===== config.mk =====
export PLATFORM = sky130hd
export DESIGN_NAME = wildcard_byte_pattern_search_core
export DESIGN_NICKNAME = d
export VERILOG_FILES = /design/src/hdl/wbps_pkg.sv /design/src/hdl/wbps_cell.sv /design/src/hdl/wildcard_byte_pattern_search_core.sv
export SDC_FILE = /design/constraint.sdc
export NUM_CORES = 1
export LEC_CHECK = 0
export BUFFER_PORTS_ARGS = -buffer_cell sky130_fd_sc_hd__buf_2
export CAP_MARGIN = 20
export CORE_UTILIZATION = 25
export CTS_CLUSTER_DIAMETER = 200
export CTS_CLUSTER_SIZE = 30
export DETAILED_ROUTE_END_ITERATION = 6
export SLEW_MARGIN = 20
export SYNTH_ARGS = -nofsm -noshare
export SYNTH_HDL_FRONTEND = slang
export SYNTH_SLANG_ARGS = --single-unit

===== constraint.sdc =====
create_clock -name clk_i -period 17.4 [get_ports clk_i]
set_input_delay 0.87 -clock clk_i [delete_from_list [all_inputs] [get_ports clk_i]]
set_output_delay 0.87 -clock clk_i [all_outputs]
set_load 0.01 [all_outputs]

===== src/hdl/wbps_pkg.sv =====
// ----------------------------------------------------------------------------
// wbps_pkg
// Shared types, register indexes and the byte compare used by the wildcard
// byte pattern search core and its window cells.
// ----------------------------------------------------------------------------
package wbps_pkg;

  // Fixed field widths
  localparam int unsigned PAT_W       = 64;
  localparam int unsigned PAT_SLOTS   = PAT_W / 8;
  localparam int unsigned PAT_IDX_W   = $clog2(PAT_SLOTS);
  localparam int unsigned LEN_REG_W   = 4;
  localparam int unsigned OFS_W       = 32;
  localparam int unsigned POS_W       = 32;
  localparam int unsigned CFG_IDX_W   = 8;

  // Parameter defaults
  localparam int unsigned DEF_PATTERN_BYTES = 8;
  localparam int unsigned DEF_OFFSET_BITS   = 32;

  // Pattern byte that matches any data byte ('?')
  localparam logic [7:0] WILDCARD_BYTE = 8'h3F;
  localparam logic [POS_W-1:0] POS_MAX = {POS_W{1'b1}};

  // Configuration register indexes
  localparam logic [CFG_IDX_W-1:0] REG_PATTERN_WORD   = CFG_IDX_W'(0);
  localparam logic [CFG_IDX_W-1:0] REG_PATTERN_LENGTH = CFG_IDX_W'(1);
  localparam logic [CFG_IDX_W-1:0] REG_REGION_OFFSET  = CFG_IDX_W'(2);

  // Window control handed to every cell
  typedef struct packed {
    logic shift;  // a byte transfer happens this cycle
    logic clear;  // that byte closes the region
  } wbps_ctrl_t;

  // One pattern position: disabled, wildcard or equal byte counts as a hit
  function automatic logic byte_hit(input logic en, input logic [7:0] pat,
                                    input logic [7:0] data);
    return !en || (pat == WILDCARD_BYTE) || (pat == data);
  endfunction

endpackage


===== src/hdl/wbps_cell.sv =====
// ----------------------------------------------------------------------------
// wbps_cell
// One window cell: holds one earlier data byte, passes it to the next cell on
// every byte transfer, and compares it against its aligned pattern byte.
// ----------------------------------------------------------------------------
module wbps_cell
  import wbps_pkg::*;
(
  input  logic       clk_i,
  input  logic       rst_ni,
  input  wbps_ctrl_t ctrl_i,
  input  logic [7:0] byte_i,
  input  logic [7:0] pat_i,
  input  logic       en_i,
  output logic [7:0] byte_o,
  output logic       hit_o
);

  logic [7:0] byte_q, byte_d;

  // Shift in the neighbor's byte, drop everything at region end
  always_comb begin
    byte_d = byte_q;
    if (ctrl_i.shift) begin
      byte_d = ctrl_i.clear ? 8'h00 : byte_i;
    end
  end

  always_ff @(posedge clk_i or negedge rst_ni) begin
    if (!rst_ni) begin
      byte_q <= 8'h00;
    end else begin
      byte_q <= byte_d;
    end
  end

  assign byte_o = byte_q;
  assign hit_o  = byte_hit(en_i, pat_i, byte_q);

endmodule


===== src/hdl/wildcard_byte_pattern_search_core.sv =====
// Latency: a region's result is registered and shows on the cycle after its
// last byte transfer; other bytes give no result.
// Throughput: one byte per cycle, set by the window cell chain shifting once
// per transfer; input stalls only while a result waits on the output.
// Reset: asynchronous, clears window, counters, match state and registers
// (pattern length resets to 1); no clearing pass is needed.
// ----------------------------------------------------------------------------
// wildcard_byte_pattern_search_core
// Finds the first match of a 1..PATTERN_BYTES byte pattern with '?' wildcards
// in a byte stream and reports found flag and offset at the region end.
// ----------------------------------------------------------------------------
module wildcard_byte_pattern_search_core
  import wbps_pkg::*;
#(
  parameter int unsigned PATTERN_BYTES = DEF_PATTERN_BYTES,
  parameter int unsigned OFFSET_BITS   = DEF_OFFSET_BITS
) (
  input  logic                 clk_i,
  input  logic                 rst_ni,
  // configuration
  input  logic                 cfg_valid_i,
  output logic                 cfg_ready_o,
  input  logic [CFG_IDX_W-1:0] cfg_index_i,
  input  logic [PAT_W-1:0]     cfg_data_i,
  // byte stream
  input  logic                 in_valid_i,
  output logic                 in_ready_o,
  input  logic [7:0]           data_byte_i,
  input  logic                 last_byte_i,
  // results
  output logic                 out_valid_o,
  input  logic                 out_ready_i,
  output logic                 found_o,
  output logic [OFS_W-1:0]     match_offset_o
);

  localparam int unsigned LEN_W    = $clog2(PATTERN_BYTES + 1);
  localparam int unsigned CELLS    = PATTERN_BYTES - 1;
  localparam int unsigned OFS_KEEP = (OFFSET_BITS < OFS_W) ? OFFSET_BITS : OFS_W;
  localparam logic [OFS_W-1:0] OFS_MASK = {OFS_W{1'b1}} >> (OFS_W - OFS_KEEP);

  // Configuration registers
  logic [PAT_W-1:0]     pattern_q;
  logic [LEN_REG_W-1:0] length_q;
  logic [OFS_W-1:0]     region_ofs_q;

  // Region state
  logic [POS_W-1:0] pos_q, pos_d;
  logic             hit_seen_q, hit_seen_d;
  logic [POS_W-1:0] hit_start_q, hit_start_d;

  // Output register
  logic             out_valid_q, out_valid_d;
  logic             found_q, found_d;
  logic [OFS_W-1:0] ofs_q, ofs_d;

  logic       in_xfer;
  logic       cfg_xfer;
  wbps_ctrl_t ctrl;

  logic [LEN_W-1:0]     len_eff;
  logic [LEN_W-1:0]     len_m1;
  logic [7:0]           pat_bytes [PAT_SLOTS];
  logic [7:0]           pat_al    [PATTERN_BYTES];
  logic                 pat_en    [PATTERN_BYTES];
  logic [PATTERN_BYTES-1:0] hits;
  logic                 match_now;
  logic [POS_W-1:0]     start_now;

  assign cfg_ready_o = 1'b1;
  assign cfg_xfer    = cfg_valid_i && cfg_ready_o;
  assign in_ready_o  = !out_valid_q || out_ready_i;
  assign in_xfer     = in_valid_i && in_ready_o;
  assign ctrl.shift  = in_xfer;
  assign ctrl.clear  = last_byte_i;

  // Write configuration registers, ignore unknown indexes
  always_ff @(posedge clk_i or negedge rst_ni) begin
    if (!rst_ni) begin
      pattern_q    <= '0;
      length_q     <= LEN_REG_W'(1);
      region_ofs_q <= '0;
    end else if (cfg_xfer) begin
      if (cfg_index_i == REG_PATTERN_WORD) begin
        pattern_q <= cfg_data_i;
      end
      if (cfg_index_i == REG_PATTERN_LENGTH) begin
        length_q <= cfg_data_i[LEN_REG_W-1:0];
      end
      if (cfg_index_i == REG_REGION_OFFSET) begin
        region_ofs_q <= cfg_data_i[OFS_W-1:0];
      end
    end
  end

  // Clamp pattern length to 1..PATTERN_BYTES
  always_comb begin
    if (length_q == '0) begin
      len_eff = LEN_W'(1);
    end else if (32'(length_q) > PATTERN_BYTES) begin
      len_eff = LEN_W'(PATTERN_BYTES);
    end else begin
      len_eff = LEN_W'(length_q);
    end
    len_m1 = len_eff - LEN_W'(1);
  end

  // Align pattern bytes to distance back from the current byte
  always_comb begin
    for (int s = 0; s < PAT_SLOTS; s++) begin
      pat_bytes[s] = pattern_q[8*s +: 8];
    end
    for (int d = 0; d < PATTERN_BYTES; d++) begin
      pat_en[d] = (LEN_W'(d) <= len_m1);
      pat_al[d] = pat_bytes[PAT_IDX_W'(len_m1) - PAT_IDX_W'(d)];
    end
  end

  // Current byte compare sits in front of the chain
  assign hits[0] = byte_hit(pat_en[0], pat_al[0], data_byte_i);

  // Window cell chain, cell k holds the byte k+1 transfers back
  if (CELLS > 0) begin : g_chain
    logic [7:0] win [CELLS];
    for (genvar k = 0; k < CELLS; k++) begin : g_cell
      wbps_cell u_cell (
        .clk_i  (clk_i),
        .rst_ni (rst_ni),
        .ctrl_i (ctrl),
        .byte_i ((k == 0) ? data_byte_i : win[(k == 0) ? 0 : k-1]),
        .pat_i  (pat_al[k+1]),
        .en_i   (pat_en[k+1]),
        .byte_o (win[k]),
        .hit_o  (hits[k+1])
      );
    end
  end

  // Match only once enough bytes of the region have arrived
  assign match_now = (&hits) && !hit_seen_q && (pos_q >= POS_W'(len_m1));
  assign start_now = pos_q - POS_W'(len_m1);

  // Advance region state and load result on the closing byte
  always_comb begin
    pos_d       = pos_q;
    hit_seen_d  = hit_seen_q;
    hit_start_d = hit_start_q;
    out_valid_d = out_valid_q && !out_ready_i;
    found_d     = found_q;
    ofs_d       = ofs_q;
    if (in_xfer) begin
      if (match_now) begin
        hit_seen_d  = 1'b1;
        hit_start_d = start_now;
      end
      if (pos_q != POS_MAX) begin
        pos_d = pos_q + POS_W'(1);
      end
      if (last_byte_i) begin
        out_valid_d = 1'b1;
        found_d     = hit_seen_d;
        ofs_d       = hit_seen_d ? ((region_ofs_q + hit_start_d) & OFS_MASK) : '0;
        pos_d       = '0;
        hit_seen_d  = 1'b0;
        hit_start_d = '0;
      end
    end
  end

  always_ff @(posedge clk_i or negedge rst_ni) begin
    if (!rst_ni) begin
      pos_q       <= '0;
      hit_seen_q  <= 1'b0;
      hit_start_q <= '0;
      out_valid_q <= 1'b0;
    end else begin
      pos_q       <= pos_d;
      hit_seen_q  <= hit_seen_d;
      hit_start_q <= hit_start_d;
      out_valid_q <= out_valid_d;
    end
  end

  // Result payload, no reset needed
  always_ff @(posedge clk_i) begin
    found_q <= found_d;
    ofs_q   <= ofs_d;
  end

  assign out_valid_o    = out_valid_q;
  assign found_o        = found_q;
  assign match_offset_o = ofs_q;

`ifndef SYNTHESIS
  a_no_hit_zero_ofs : assert property (@(posedge clk_i) disable iff (!rst_ni)
    out_valid_o && !found_o |-> match_offset_o == '0)
    else $error("match offset nonzero without a hit");

  a_last_gives_result : assert property (@(posedge clk_i) disable iff (!rst_ni)
    in_xfer && last_byte_i |=> out_valid_q)
    else $error("region end produced no result");

  a_region_cleared : assert property (@(posedge clk_i) disable iff (!rst_ni)
    in_xfer && last_byte_i |=> pos_q == '0 && !hit_seen_q)
    else $error("region state not cleared");

  a_first_hit_kept : assert property (@(posedge clk_i) disable iff (!rst_ni)
    hit_seen_q && !(in_xfer && last_byte_i) |=> hit_seen_q && $stable(hit_start_q))
    else $error("first match lost inside region");
`endif

endmodule

==> flow_metrics.tcl <==
set metrics [dict create \
    fp-row-count 94 \
    violations "design-rule violations" \
    initial_core_util 0.254 \
    insertedDiodeCount 0 \
    antenna_found_initial 5 \
    ys_ff_latch 255 \
    h-tree-depth 1 \
    max_slew.worst_pin.slew_ns 1.07 \
    synthArstFlopShare 0.871 \
    pre_cts_ws_ns 7.74 \
    drive_gt1_frac 0.208 \
    routed-wl-met2_microns 23500 \
    startpoint_type "flip-flop" \
    slew_headroom 0.283 \
    mostFrequentLayoutCell "dfrtp_1" \
    numCtsBuffers 12 \
    clockBufferDepth 3 \
    grt_pass1_wl_microns 79600 \
    cts-hold-fix-buffers 0 \
    combPwrFrac 0.284 \
    slew_violations 0 \
    hpwl_microns 39900 \
    clock_latency_ns 0.52 \
    ys_types 88 \
    clkPwrFrac 0.246 \
    cts_root_buf "clkbuf_16" \
    critPathSlowestCell "a2111oi_1" \
    switching_share 0.336 \
    status "finished with violations" \
    clk_pin_slew_ns 0.12 \
    finalNetCount 1802 \
    tns_ns 0 \
    ys.flop_type "dfrtp_1" \
    path_max_fanout 35 \
    firstDrtPassIters 7 \
    cts_resized 0 \
    p_leak_nw 7.97 \
    coreArea_sq_um 66100 \
    overflow 0 \
    highest_layer "met4" \
    fin_crit_ns 9.49 \
    dieArea_sq_um 68100 \
    path_class "reg2reg" \
    p_total_mw 1.39 \
    drv_cap 0 \
    vias 12900 \
    ir_drop_uv 48.3 \
    max_freq_mhz 105 \
    power_density_nw_per_um2 75.4 \
    met1_length_microns 24800 \
    track_usage 0.151 \
    finalWorstSetupSlack_ns 7.91 \
    cts_tree "yes" \
    rsz0062_at_grt "false" \
    synth-seq-area-share 0.390 \
    finalCritPeriodShare 0.545 \
    setup_viol 0 \
    drt_wl_total_microns 51800 \
    synthesis.instances 1618 \
    path_common_cell "a21oi_1" \
    pwr-share-seq 0.470 \
    dr_wl_met3_microns 2400 \
    grt_max_degree 118 \
    dieHeight_microns 261 \
    critPathArrivalTime_ns 9.77 \
    ys.warnings.count 0 \
    post_cts_buffers 0 \
    grt_pass1_vias 12700 \
    via_per_inst 5.06 \
    die-width_microns 261 \
    synthesis.nets 1746 \
    synth-edff-count 33 \
    io_buffers 120 \
    area_growth_pct 10.3 \
    remaining_drc_errors 6 \
    place.gp.congestion 0.932 \
    final_cell_mix "dfrtp_1 (221), nand2_1 (168), mux2_2 (133)" \
    drt-initial-drc-count 1046 \
    avgSynthCellArea_sq_um 10.4 \
    hold_violations 0 \
    slowest_delay_ns 0.79 \
    clock_sinks 255 \
    num_io_pins 122 \
    p_int_uw 926 \
    worstPathRequired_ns 17.68 \
    synthesis.area_sq_um 16800 \
    critPathCaptureType "flip-flop" \
    p_switching_uw 468 \
    hp-class "in2async" \
    ant_nets 0 \
    post_drt_wl_per_cell_microns 20.4 \
    fin_skew_ns 0.0158 \
]
## per-layer routing
metal | vias up | global-route usage
met3 | 60 | 0.0146
met4 | 0 | 0.0373
met2 | 369 | 0.243
met1 | 6455 | 0.218
met5 | - | 0
li1 | 5984 | -
## metrics by stage
step / instances / util / hold WS [ns] / area [sq um]
final: 2542 / 0.280 / 0.333 / 18500
after detailed placement: 2523 / 0.274 / 0.486 / 18100
after global routing: 2542 / 0.280 / 0.376 / 18500
after global placement: 2523 / 0.274 / 0.484 / 18100
after floorplan: 1618 / - / 0.456 / 16800
after CTS: 2541 / 0.279 / 0.364 / 18500
## final cells by class
| class | instances | area [sq um] |
|---|---|---|
| Fill cell | 6977 | 47600 |
| Timing Repair Buffer | 141 | 788 |
| Inverter | 30 | 118 |
| Clock inverter | 1 | 16.3 |
| Tap cell | 864 | 1080 |
| Multi-Input combinational cell | 1234 | 9600 |
| Clock buffer | 17 | 340 |
| Sequential cell | 255 | 6550 |
## synth_stat cells, types with 14 or more instances
master	n	share of area
edfxtp_1	33	0.059
xnor2_1	110	0.057
dfrtp_1	221	0.33
a22o_1	35	0.018
nor3_1	21	0.0063
nand2_1	169	0.038
mux4_2	30	0.040
a32oi_1	32	0.017
xor2_1	52	0.027
o21ai_0	82	0.024
nand4_1	22	0.0082
mux2i_1	100	0.060
ha_1	40	0.030
mux2_2	133	0.089
nor2_1	107	0.024
a21oi_1	38	0.011
or3_1	21	0.0078
clkbuf_1	56	0.013
inv_1	23	0.0051
buf_6	16	0.011
nor4_1	14	0.0052
nor2b_1	45	0.017
## flip-flops by register name, indices dropped and copies added (netlist names)
signal and count:
g_chain.g_cell.u_cell.byte_o 56, match_offset_o 32, hit_seen_q 1, length_q 4, pattern_q 64, region_ofs_q 32
found_o 1, hit_start_q 32, pos_q 32, out_valid_o 1
## cells by family (layout without fill, tap and decap cells)
family | Yosys count | after routing | synth area share
flip-flops | 255 | 255 | 0.390
adder cells (fa/ha/maj) | 44 | 44 | 0.0335
buffers and inverters | 129 | 189 | 0.0386
multiplexers | 264 | 264 | 0.190
AND/OR/NAND/NOR | 481 | 481 | 0.144
XOR/XNOR | 164 | 164 | 0.0872
AO/OA/AOI/OAI | 280 | 280 | 0.117
other | 1 | 1 | 0.000224
## power by group through the flow
| stage | clock [mW] | sequential, mW | combinational [mW] |
|---|---|---|---|
| 2_1_floorplan | 0 | 0.655 | 0.285 |
| 3_3_place_gp | 0 | 0.666 | 0.391 |
| 3_5_place_dp | 0 | 0.667 | 0.393 |
| 4_1_cts | 0.356 | 0.655 | 0.395 |
| 5_1_grt | 0.377 | 0.658 | 0.431 |
| 6_report | 0.343 | 0.655 | 0.396 |
## path summary, 6_finish.rpt
check	from	to	slack (ns)	cells after the start
setup reg to reg	length_q[1]	match_offset_o[31]	7.91	27
hold / removal	rst_ni	region_ofs_q[24]	0.33	1
max in group asynchronous	rst_ni	g_chain.g_cell[0].u_cell.byte_o[6]	15.07	4
min in group clk_i	hit_start_q[17]	hit_start_q[17]	0.51	1
hold reg to reg	hit_start_q[17]	hit_start_q[17]	0.51	1
setup / recovery	length_q[1]	match_offset_o[31]	7.91	27
## critical path, delay by kind of cell (launching register included)
| family | cells | cell delay (ns) |
|---|---|---|
| simple gates | 7 | 1.38 |
| flops | 1 | 0.49 |
| fa+ha+maj | 4 | 1.59 |
| xor+xnor | 1 | 0.12 |
| compound gates | 10 | 3.89 |
| buf+inv | 4 | 1.32 |
| mux | 1 | 0.40 |
Note: power is estimated with default switching activity, not from simulation.
